File: config.mk
export PLATFORM = sky130hd
export DESIGN_NAME = srd_stage
export DESIGN_NICKNAME = d
export VERILOG_FILES = /design/src/rtl/srd_pkg.sv /design/src/rtl/srd_stage.sv
export SDC_FILE = /design/constraint.sdc
export NUM_CORES = 1
export LEC_CHECK = 0
export ABC_CLOCK_PERIOD_IN_PS = 8000
export BUFFER_PORTS_ARGS = -buffer_cell sky130_fd_sc_hd__clkbuf_2
export CAP_MARGIN = 20
export CELL_PAD_IN_SITES_DETAIL_PLACEMENT = 0
export CELL_PAD_IN_SITES_GLOBAL_PLACEMENT = 1
export CORE_ASPECT_RATIO = 0.9
export CORE_UTILIZATION = 41
export CTS_BUF_LIST = sky130_fd_sc_hd__clkbuf_16
export CTS_CLUSTER_SIZE = 10
export DETAILED_ROUTE_END_ITERATION = 10
export GPL_ROUTABILITY_DRIVEN = 0
export PLACE_DENSITY = 0.9
export SLEW_MARGIN = 40
export SYNTH_ARGS = -nofsm -noshare
export SYNTH_HDL_FRONTEND = slang
export SYNTH_SLANG_ARGS = --single-unit
File: constraint.sdc
create_clock -name clock -period 8 [get_ports clock]
set_input_delay 0.4 -clock clock [delete_from_list [all_inputs] [get_ports clock]]
set_output_delay 0.4 -clock clock [all_outputs]
set_load 0.05 [all_outputs]
File: src/rtl/srd_pkg.sv
package srd_pkg;

   // side information that rides with each item down the pipeline
   typedef struct packed {
      logic neg;       // exactly one operand negative
      logic div_zero;  // divisor was zero
   } srd_flags_type;

endpackage

File: src/rtl/srd_stage.sv
module srd_stage
   import srd_pkg::*;
#(
   parameter int DATA_WIDTH = 32
) (
   input  logic                  clock,
   input  logic                  reset,
   input  logic                  in_valid,
   output logic                  in_ready,
   input  logic [DATA_WIDTH-1:0] in_rem,
   input  logic [DATA_WIDTH-1:0] in_num,
   input  logic [DATA_WIDTH-1:0] in_den,
   input  srd_flags_type         in_flags,
   output logic                  out_valid,
   input  logic                  out_ready,
   output logic [DATA_WIDTH-1:0] out_rem,
   output logic [DATA_WIDTH-1:0] out_num,
   output logic [DATA_WIDTH-1:0] out_den,
   output srd_flags_type         out_flags
);

   logic                  valid_ff;
   logic [DATA_WIDTH-1:0] rem_ff, rem_in;
   logic [DATA_WIDTH-1:0] num_ff, num_in;
   logic [DATA_WIDTH-1:0] den_ff;
   srd_flags_type         flags_ff;
   logic [DATA_WIDTH:0]   shifted;
   logic [DATA_WIDTH:0]   diff;
   logic                  fits;

   assign in_ready = !valid_ff || out_ready;

   // shift in the next dividend bit, keep the difference if the divisor fits
   always_comb begin
      shifted = {in_rem, in_num[DATA_WIDTH-1]};
      diff    = shifted - {1'b0, in_den};
      fits    = !diff[DATA_WIDTH];
      rem_in  = fits ? diff[DATA_WIDTH-1:0] : shifted[DATA_WIDTH-1:0];
      num_in  = {in_num[DATA_WIDTH-2:0], fits};
   end

   always_ff @(posedge clock) begin
      if (reset) begin
         valid_ff <= 1'b0;
      end else if (in_ready) begin
         valid_ff <= in_valid;
      end
   end

   always_ff @(posedge clock) begin
      if (in_ready && in_valid) begin
         rem_ff   <= rem_in;
         num_ff   <= num_in;
         den_ff   <= in_den;
         flags_ff <= in_flags;
      end
   end

   assign out_valid = valid_ff;
   assign out_rem   = rem_ff;
   assign out_num   = num_ff;
   assign out_den   = den_ff;
   assign out_flags = flags_ff;

endmodule

**After elaboration in Yosys (flattened, before gate mapping)**

Index checks and enable logic that the tools add are counted.
W data, S select, Z words.

- Logic and storage cells: 12
- Flip-flop bits (word level): 99
- Output and inout port bits: 100
- Input port bits: 102

- Reduce and logical (&&, ||, !) cells: 4
- Mux-type cells: 1
- Add/subtract/negate cells: 1

Operator list:

| cell | number |
|---|---|
| $sub A33 B32 Y33 | 1 |
| $mux W32 | 1 |
| $logic_not A1 Y1 | 2 |
| $logic_and A1 B1 Y1 | 1 |
| $logic_or A1 B1 Y1 | 1 |

**Logic depth before layout (Yosys ltp)**

Gate-level depths: netlist of run 1.

- Depth in word-level cells: 3
- Mapped depth: 13
- Mapped depth without buffers: 12

**Worst setup path before layout of run 1**

OpenSTA, ideal clock, no wires.

- Kind: register to register
- Start point: register valid_ff, in the netlist out_valid
- End point: register den_ff[0], in the netlist out_den[0] (enable)
- Period minus slack after synthesis: 3785 ps
- Path slack: 4215 ps
- Cell stages (with the launch flop): 3
- Arrival time: 3318 ps
- Library setup time: 467 ps
- Buffers on the path: 0
- Data required time: 7533 ps
- Cell sequence: dfxtp_1 -> nand2b_1 -> and2_1

- Longest elaborated chain between the ends: 3

RTL lines:

| element | RTL line | RTL |
|---|---|---|
| start, declared | srd_stage.sv:22 | `logic valid_ff;` |
| start signal, assigned | srd_stage.sv:46 | `valid_ff <= in_valid;` |
| $logic_not A1 Y1 | srd_stage.sv:31 | `assign in_ready = !valid_ff \|\| out_ready;` |
| $logic_or A1 B1 Y1 | srd_stage.sv:31 |  |
| net in_ready | srd_stage.sv:9 | `output logic in_ready,` |
| $logic_and A1 B1 Y1 | srd_stage.sv:51 | `if (in_ready && in_valid) begin` |
| end signal, assigned | srd_stage.sv:54 | `den_ff <= in_den;` |
| end, declared | srd_stage.sv:25 | `logic [DATA_WIDTH-1:0] den_ff;` |

The timed path passes the listed nets, and every way through them passes these cells.
A chain may end at the register's enable or synchronous reset.

**Worst setup path after layout of run 1**

- Start point: input port in_den[16]
- End point: register rem_ff[21], in the netlist out_rem[21] (data pin)

- Longest elaborated chain between the ends: 2

RTL lines:

| element | RTL line | RTL |
|---|---|---|
| start, declared | srd_stage.sv:12 | `input logic [DATA_WIDTH-1:0] in_den,` |
| $sub A33 B32 Y33 | srd_stage.sv:36 | `diff = shifted - {1'b0, in_den};` |
| $mux W32 | srd_stage.sv:38 | `rem_in = fits ? diff[DATA_WIDTH-1:0] : shifted[DATA_WIDTH-1:0];` |
| net rem_in[21] | srd_stage.sv:23 | `logic [DATA_WIDTH-1:0] rem_ff, rem_in;` |
| end signal, assigned | srd_stage.sv:52 | `rem_ff <= rem_in;` |
| end, declared | srd_stage.sv:23 |  |

The timed path passes the listed nets, and every way through them passes these cells.

==> results.sh, run 1 <==
export IMPL_status="finished, final reports clean"
export IMPL_period_minus_slack_ps=3610
export IMPL_drt_iter0_drc=241
export IMPL_total_power_mw=1.51
export IMPL_placed_cells=812
export IMPL_setup_worst_path_start="in_den[16]"
export IMPL_netlist_area_leader_share_pct=54.3
export IMPL_cp_slowest_cell="o211ai_4"
export IMPL_postSynth_asyncResetShare_pct=0
export IMPL_cts_root_buffer="clkbuf_16"
export IMPL_yosysMostFrequentCell="edfxtp_1"
export IMPL_whs_path_depth=2
export IMPL_hold_path_class="input pin to register"
export IMPL_grt_overflow=0
export IMPL_synth_enable_flop_cells=98
export IMPL_final_seq_area_sq_um=2960
export IMPL_r2r_end="out_rem[25]"
export IMPL_hold_buffers=0
export IMPL_netlist_instances=463
export IMPL_yosysUniqueCellTypes=52
export IMPL_cp_cell_sequence="clkbuf_2, inv_1, ha_1, a21oi_4, o211ai_1, a221o_1, a211o_1, o21a_1, o211ai_4, inv_2, mux2_4"
export IMPL_drc=0
export IMPL_cts_resized=0
export IMPL_r2r_start="out_valid"
export IMPL_fmax_mhz=277
export IMPL_r2r_slack_ps=5960
export IMPL_pre_cts_ws_ps=4060
export IMPL_powerDensity_nw_per_um2=221
export IMPL_diodes=0
export IMPL_met1Wirelength_microns=5570
export IMPL_max_stage_delay_ps=660
export IMPL_highest_layer="met4"
export IMPL_grt_pass1_wl_microns=21100
export IMPL_hpwl_microns=10600
export IMPL_p_leak_nw=3.19
export IMPL_worst_setup_path_start_kind="input pin"
export IMPL_peakVddDrop_mv=0.113
export IMPL_ys_seq_area_share_pct=54.6
export IMPL_fin_skew_ps=4.28
export IMPL_reg2regPathDepth=3
export IMPL_fillers=1129
export IMPL_grt_pass1_vias=4362
export IMPL_dr_pass1_iters=5
export IMPL_cts_tree="yes"
export IMPL_synth_top_cells_by_area="edfxtp_1 (54%), ha_1 (7.4%), mux2_4 (5.0%)"
export IMPL_synth_nets=598
export IMPL_fin_crit_sh_pct=45.1
export IMPL_wl_met3_microns=1300
export IMPL_drive_above_1_share_pct=36.1
export IMPL_synth_warnings=0
export IMPL_netlist_area_sq_um=5420
export IMPL_criticalPathCategory="input pin to register"
export IMPL_worst_slew_margin_rel_pct=47.2
export IMPL_track_usage_pct=20.1
export IMPL_finalWirelength_microns=13500
export IMPL_setup_viol=0
export IMPL_slew_viol_final=0
export IMPL_avgRoutedWirePerCell_microns=16.3
export IMPL_hold_start="reset"
export IMPL_clk_pin_slew_worst_paths_ps=70
export IMPL_area_growth_syn_to_layout_pct=26.2
export IMPL_worst_pin_slew_ps=788
export IMPL_synth_top_area_cell="edfxtp_1"
export IMPL_die_w_microns=123
export IMPL_nets=794
export IMPL_post_cts_buffers=0
export IMPL_clk_latency_ps=350
export IMPL_portBuffers=201
export IMPL_grt_max_degree=61
export IMPL_cts_htree_levels=3
export IMPL_ys_ff_latch=99
export IMPL_netlist_top_cells_count="edfxtp_1 (98), nand2_1 (47), inv_1 (39)"
export IMPL_rsz0062_at_grt="false"
export IMPL_postPlaceCellArea_sq_um=6560
export IMPL_clock_sinks=99
export IMPL_num_rows=39
export IMPL_drt_vias_per_instance=5.28
export IMPL_drv_cap=0
export IMPL_numCtsBuffers=9
export IMPL_clockBufferDepth=2
export IMPL_hold_path_end="out_valid"
export IMPL_fin_ws_ps=4390
export IMPL_multi_input_area_sq_um=2230
export IMPL_critPathMaxFanout=28
export IMPL_finalSetupTns_ps=0
export IMPL_die_h_microns=111
export IMPL_hold_viol=0
export IMPL_die_area_sq_um=13700
export IMPL_start_util_pct=42.4
export IMPL_ant_nets=0
export IMPL_finalNonFillerCells=828
export IMPL_core_sq_um=12800
export IMPL_vias=4374
export IMPL_arrival_ps=3710
export IMPL_wl_met2_microns=6380
export IMPL_ioPinCount=202
export IMPL_cp_end_kind="register"
export IMPL_stdcell_area_sq_um=6850
export IMPL_syn_area_per_cell_sq_um=11.7
export IMPL_synthFlopType="edfxtp_1"
export IMPL_critPathRequiredTime_ps=8100
export IMPL_antenna_found_initial=0
critical path: cells and delay by family:
family,cells,cell delay (ps)
fa+ha+maj,1,400
mux,1,420
compound gates,6,1830
buf+inv,3,640
final cells by class:
cell class | count | area share (%)
multi-input combinational | 307 | 32.6
inverter | 40 | 2.19
timing repair buffer | 202 | 14.8
clock inverter | 7 | 0.877
tap | 164 | 3.00
sequential | 99 | 43.3
clock buffer | 9 | 3.29
per-layer routing:
metal / track usage [%] / vias up
li1: - / 2095
met1: 24.5 / 2063
met2: 32.8 / 190
met3: 6.64 / 26
met4: 7.39 / 0
met5: 0 / -
through the flow:
| stage | utilization [%] | hold WS, ps |
|---|---|---|
| detailed placement | 51.3 | 520 |
| global route | 53.6 | 193 |
| finish | 53.6 | 197 |
| floorplan | - | 469 |
| global placement | 51.3 | 502 |
| CTS | 53.6 | 186 |
registers in the layout, summed over array words and instances, names as in the netlist:
name       cells
out_num       32
out_rem       32
out_den       32
out_valid      1
out_flags      2
layout by cell type, fill, tap and decap left out, drive strengths merged, types with 4 or more instances in the layout:
cell type	count
o21bai	5
ha	32
o21ai	27
o31ai	4
nand2b	5
xor2	9
xnor2	15
nand4	5
a211oi	4
clkbuf	210
edfxtp	98
o211ai	7
inv	43
nand3	9
a21oi	32
a21boi	4
nand2	47
and3	6
nor2	23
nor2b	5
mux2	18
o21a	5
a21o	15
where the power goes:
| part | internal (mW) | switching [mW] |
|---|---|---|
| registers | 0.627 | 0.0117 |
| logic | 0.146 | 0.313 |
| clock network | 0.216 | 0.200 |
| total | 0.990 | 0.525 |
how the worst max path moves through the flow:
stage,to,slack [ps],cells past startpoint
after global routing,out_rem[21],4190,11
after global placement,out_rem[15],4180,11
after floorplan,out_den[0],4210,2
after CTS,out_rem[18],4410,11
after detailed placement,out_rem[21],4060,11
final,out_rem[21],4390,11
logic make-up after synthesis:
logic type / count (synthesis) / synth area share, %
AOI/OAI and AO/OA: 118 / 14.5
and+or+nand+nor: 113 / 9.76
DFF: 99 / 54.6
buffers and inverters: 57 / 4.31
adders and majority gates: 33 / 7.75
xor gates and xnor gates: 24 / 3.88
muxes: 19 / 5.17
Power figures use the tool's default switching activity.
==> run 2, diff against run 1 <==
--- a/config.mk
+++ b/config.mk
@@ -5,18 +5,18 @@
 export SDC_FILE = /design/constraint.sdc
 export NUM_CORES = 1
 export LEC_CHECK = 0
-export ABC_CLOCK_PERIOD_IN_PS = 8000
+export ABC_CLOCK_PERIOD_IN_PS = 3150
 export BUFFER_PORTS_ARGS = -buffer_cell sky130_fd_sc_hd__clkbuf_2
 export CAP_MARGIN = 20
 export CELL_PAD_IN_SITES_DETAIL_PLACEMENT = 0
 export CELL_PAD_IN_SITES_GLOBAL_PLACEMENT = 1
 export CORE_ASPECT_RATIO = 0.9
-export CORE_UTILIZATION = 41
+export CORE_UTILIZATION = 34
 export CTS_BUF_LIST = sky130_fd_sc_hd__clkbuf_16
 export CTS_CLUSTER_SIZE = 10
 export DETAILED_ROUTE_END_ITERATION = 10
 export GPL_ROUTABILITY_DRIVEN = 0
-export PLACE_DENSITY = 0.9
+export PLACE_DENSITY = 0.8
 export SLEW_MARGIN = 40
 export SYNTH_ARGS = -nofsm -noshare
 export SYNTH_HDL_FRONTEND = slang
==> constraint.sdc (replaced) <==
create_clock -name clock -period 3.15 [get_ports clock]
set_input_delay 0.1575 -clock clock [delete_from_list [all_inputs] [get_ports clock]]
set_output_delay 0.1575 -clock clock [all_outputs]
set_load 0.05 [all_outputs]
==> run 2 against run 1 <==
  * Clock power rose to 2.6 times the previous value
  * Core utilization down 4.4 points
  * Register-to-register slack got worse by 4400 ps
  * Via count up 4.7%
  * Cell area rose by 11%
  * Sequential cell count stayed put
  * Global-route usage is 2.9 points lower
  * Highest routed layer unchanged
==> results.sh, run 2 (synthesized netlist as in run 1, its figures left out) <==
export IMPL_critPathMaxFanout=9
export IMPL_core_sq_um=15500
export IMPL_fmax_mhz=330
export IMPL_drv_cap=0
export IMPL_criticalPathCategory="input pin to register"
export IMPL_track_usage_pct=17.2
export IMPL_drc=0
export IMPL_post_route_util_pct=49.1
export IMPL_clock_sinks=99
export IMPL_avgRoutedWirePerCell_microns=15.3
export IMPL_pre_cts_ws_ps=176
export IMPL_slew_viol_final=0
export IMPL_p_leak_nw=3.50
export IMPL_num_rows=43
export IMPL_worst_slew_margin_rel_pct=63.5
export IMPL_grt_max_degree=50
export IMPL_hold_viol=0
export IMPL_fin_crit_sh_pct=96.3
export IMPL_setup_viol=0
export IMPL_clockBufferDepth=2
export IMPL_drt_iter0_drc=248
export IMPL_clk_latency_ps=350
export IMPL_grt_pass1_wl_microns=21600
export IMPL_worst_setup_path_start_kind="input pin"
export IMPL_antenna_found_initial=0
export IMPL_layout_common_cells="clkbuf_2 (201), edfxtp_1 (98), dlygate4sd3_1 (62)"
export IMPL_start_util_pct=35.0
export IMPL_die_area_sq_um=16500
export IMPL_drive_above_1_share_pct=34.1
export IMPL_diodes=0
export IMPL_nets=866
export IMPL_powerDensity_nw_per_um2=519
export IMPL_layout_commonest_cell="clkbuf_2"
export IMPL_hpwl_microns=10700
export IMPL_fin_ws_ps=116
export IMPL_finalWirelength_microns=14400
export IMPL_clk_pin_slew_worst_paths_ps=70
export IMPL_grt_pass1_vias=4418
export IMPL_die_w_microns=135
export IMPL_cts_root_buffer="clkbuf_16"
export IMPL_numCtsBuffers=9
export IMPL_cts_tree="yes"
export IMPL_die_h_microns=122
export IMPL_arrival_ps=3140
export IMPL_cts_htree_levels=3
export IMPL_finalSetupTns_ps=0
export IMPL_drt_vias_per_instance=4.88
export IMPL_peakVddDrop_mv=0.270
export IMPL_dr_pass1_iters=5
export IMPL_rsz0062_at_grt="false"
export IMPL_ioPinCount=202
export IMPL_ant_nets=0
export IMPL_fin_skew_ps=5.35
export IMPL_area_growth_syn_to_layout_pct=40.4
export IMPL_critPathRequiredTime_ps=3250
export IMPL_status="finished, final reports clean"
export IMPL_vias=4581
export IMPL_worst_pin_slew_ps=534
export IMPL_whs_ps=13.1
export IMPL_portBuffers=201
export IMPL_period_minus_slack_ps=3030
export IMPL_cp_end_kind="register"
export IMPL_grt_overflow=0
export IMPL_hold_path_class="input pin to register"
[run 2: layout make-up]
| type | instances | area, sq um |
|---|---|---|
| clock buffer | 9 | 225 |
| tap | 202 | 253 |
| sequential | 99 | 2960 |
| clock inverter | 7 | 60.1 |
| inverter | 40 | 150 |
| fill | 1441 | 7880 |
| timing repair buffer | 274 | 1730 |
| multi-input combinational | 307 | 2240 |
[run 2: worst paths after layout]
check	from	cells after the start	endpoint	slack, ps
setup / recovery	in_den[18]	12	out_rem[3]	120
hold / removal	in_den[15]	1	out_den[15]	10
setup reg to reg	out_valid	3	out_den[8]	1570
hold reg to reg	out_valid	2	out_valid	530
[run 2: worst max-delay path, stage by stage]
cell and delay (ps):
dlygate4sd3_1 520, clkbuf_2 120, inv_1 50, ha_1 370, a21o_1 240, a221o_1 380, a211o_1 290, o211ai_1 280
o211ai_4 130, inv_2 100, buf_6 180, mux2_4 320
[run 2: power by group]
part,total (mW),internal (mW),switching (mW),leakage (nW)
Sequential,1.62,1.59,0.0327,0.958
Combinational,1.25,0.443,0.809,2.41
Clock,1.08,0.550,0.525,0.137
Total,3.95,2.59,1.37,3.50
[run 2: what timing repair did]
action | 4_1_cts | 5_1_grt
hold buffers | 60 | 2
buffers inserted | 0 | 2
resized for setup | 0 | 2
setup endpoints to repair | 0 | 17
hold endpoints to repair | 60 | 2
[run 2: layer usage]
metal	share of wire, %	vias to the layer above	wire, microns	global-route usage [%]
met2	47	175	6790	28.5
met5	0	-	0	0
li1	-	2236	-	-
met1	44	2158	6350	21.3
met4	1.2	0	170	4.99
met3	7.5	12	1070	5.49
[run 2: metrics by stage]
step	instances	area [sq um]	total power, mW
4_1_cts	934	7570	3.98
3_3_place_gp	858	6680	2.82
6_report	938	7610	3.95
5_1_grt	938	7610	4.13
2_1_floorplan	463	5430	2.53
3_5_place_dp	858	6680	2.83
==> run 3, diff against run 2 <==
--- a/config.mk
+++ b/config.mk
@@ -5,18 +5,19 @@
 export SDC_FILE = /design/constraint.sdc
 export NUM_CORES = 1
 export LEC_CHECK = 0
-export ABC_CLOCK_PERIOD_IN_PS = 3150
+export ABC_CLOCK_PERIOD_IN_PS = 3800
 export BUFFER_PORTS_ARGS = -buffer_cell sky130_fd_sc_hd__clkbuf_2
 export CAP_MARGIN = 20
 export CELL_PAD_IN_SITES_DETAIL_PLACEMENT = 0
 export CELL_PAD_IN_SITES_GLOBAL_PLACEMENT = 1
 export CORE_ASPECT_RATIO = 0.9
-export CORE_UTILIZATION = 34
+export CORE_UTILIZATION = 41
 export CTS_BUF_LIST = sky130_fd_sc_hd__clkbuf_16
 export CTS_CLUSTER_SIZE = 10
 export DETAILED_ROUTE_END_ITERATION = 10
 export GPL_ROUTABILITY_DRIVEN = 0
-export PLACE_DENSITY = 0.8
+export PLACE_DENSITY = 0.9
+export SKIP_CTS_REPAIR_TIMING = 1
 export SLEW_MARGIN = 40
 export SYNTH_ARGS = -nofsm -noshare
 export SYNTH_HDL_FRONTEND = slang
==> constraint.sdc (replaced) <==
create_clock -name clock -period 3.8 [get_ports clock]
set_input_delay 0.19 -clock clock [delete_from_list [all_inputs] [get_ports clock]]
set_output_delay 0.19 -clock clock [all_outputs]
set_load 0.05 [all_outputs]
==> run 3 against run 2 <==
  * Core utilization grew 5.3 points
  * Hold slack is essentially flat
  * Sequential share of layout area grew 3.6 points
  * Sequential cell count is the same
  * Clock power shrank 18%
  * Cell area shrank 8.6%
  * Via count shrank 6.7%
  * Non-clock buffer count shrank 61
  * Highest routed layer unchanged
  * Clock skew shrank 0.69 ps
==> results.sh, run 3 (synthesized netlist as in run 1, its figures left out) <==
export IMPL_final_seq_area_sq_um=2960
export IMPL_drv_cap=0
export IMPL_whs_ps=12.8
export IMPL_finalNonFillerCells=839
export IMPL_multi_input_area_sq_um=2230
export IMPL_cts_htree_levels=3
export IMPL_period_minus_slack_ps=2880
export IMPL_numCtsBuffers=9
export IMPL_seqPwrFrac_pct=42.0
export IMPL_fin_crit_sh_pct=75.9
export IMPL_die_w_microns=123
export IMPL_powerDensity_nw_per_um2=459
export IMPL_comb_power_share_pct=30.4
export IMPL_avgRoutedWirePerCell_microns=15.9
export IMPL_antenna_found_initial=0
export IMPL_whs_path_depth=1
export IMPL_total_power_mw=3.20
export IMPL_dr_pass1_iters=5
export IMPL_layout_common_cells="clkbuf_2 (201), edfxtp_1 (98), nand2_1 (47)"
export IMPL_ioPinCount=202
export IMPL_slew_viol_final=0
export IMPL_stdcell_area_sq_um=6960
export IMPL_reg2regPathDepth=4
export IMPL_track_usage_pct=19.9
export IMPL_worst_slew_margin_rel_pct=56.9
export IMPL_hold_path_class="input pin to register"
export IMPL_die_area_sq_um=13700
export IMPL_start_util_pct=42.4
export IMPL_postPlaceCellArea_sq_um=6600
export IMPL_die_h_microns=111
export IMPL_worst_setup_path_start_kind="input pin"
export IMPL_layout_commonest_cell="clkbuf_2"
export IMPL_clock_sinks=99
export IMPL_power_switching_mw=1.10
export IMPL_pre_cts_ws_ps=565
export IMPL_finalSetupTns_ps=0
export IMPL_area_growth_syn_to_layout_pct=28.4
export IMPL_grt_overflow=0
export IMPL_clk_pin_slew_worst_paths_ps=70
export IMPL_rsz0062_at_grt="false"
export IMPL_ant_nets=0
export IMPL_post_route_util_pct=54.5
export IMPL_grt_max_degree=41
export IMPL_setup_viol=0
export IMPL_vias=4274
export IMPL_hpwl_microns=10300
export IMPL_worst_pin_slew_ps=645
export IMPL_fin_ws_ps=915
export IMPL_nets=805
export IMPL_cts_root_buffer="clkbuf_16"
export IMPL_criticalPathCategory="input pin to register"
export IMPL_grt_pass1_wl_microns=20800
export IMPL_finalWirelength_microns=13300
export IMPL_critPathRequiredTime_ps=3900
export IMPL_critPathMaxFanout=20
export IMPL_clk_latency_ps=350
export IMPL_switching_share_pct=34.5
export IMPL_cp_end_kind="register"
export IMPL_clockBufferDepth=2
export IMPL_portBuffers=201
export IMPL_core_sq_um=12800
export IMPL_diodes=0
export IMPL_p_clk_share_pct=27.6
export IMPL_p_int_mw=2.09
export IMPL_p_leak_nw=3.24
export IMPL_drt_vias_per_instance=5.09
export IMPL_cts_tree="yes"
export IMPL_status="finished, final reports clean"
export IMPL_drive_above_1_share_pct=36.0
export IMPL_grt_pass1_vias=4310
export IMPL_placed_cells=815
export IMPL_arrival_ps=2990
export IMPL_hold_viol=0
export IMPL_fillers=1135
export IMPL_fin_skew_ps=4.66
export IMPL_drc=0
export IMPL_fmax_mhz=347
export IMPL_num_rows=39
export IMPL_drt_iter0_drc=238
export IMPL_peakVddDrop_mv=0.209
## run 3: cell types whose count changed in the layout (fill, tap and decap cells not counted)
cell           before  now
dlygate4sd3_1      62    8
buf_4               9    3
buf_6               1    0
o41ai_1             1    2
o41ai_2             1    0
## run 3: worst paths after layout
kind	from	to	slack (ps)
setup / recovery	in_den[16]	out_rem[16]	920
hold / removal	in_num[12]	out_num[13]	10
setup reg to reg	out_valid	out_num[29]	2010
hold reg to reg	out_valid	out_valid	550
## run 3: final cells by class
type	count	area share, %
sequential	99	42.6
clock buffer	9	3.24
multi-input combinational	307	32.0
tap	164	2.95
inverter	40	2.16
clock inverter	7	0.863
timing repair buffer	213	16.2
## run 3: critical path, cell delays in order
cell	delay, ps
clkbuf_2	110
inv_1	50
ha_1	400
a21oi_4	220
o211ai_1	120
a221o_1	340
a211o_1	290
o211ai_1	270
o211ai_4	130
inv_2	500
mux2_4	350
## run 3: routing by layer
layer | GRT usage (%) | up-vias | share of wire, %
met4 | 6.27 | 0 | 1.5
met5 | 0 | - | 0
met1 | 25.7 | 1971 | 43
li1 | - | 2118 | -
met2 | 31.9 | 168 | 47
met3 | 5.76 | 17 | 8.2
## run 3: power by group through the flow
stage | sequential [mW] | clock (mW) | combinational (mW)
final | 1.34 | 0.882 | 0.971
after detailed placement | 1.37 | 0 | 0.963
after CTS | 1.34 | 0.909 | 0.966
after floorplan | 1.68 | 0 | 0.415
after global placement | 1.37 | 0 | 0.943
after global routing | 1.35 | 0.946 | 1.05
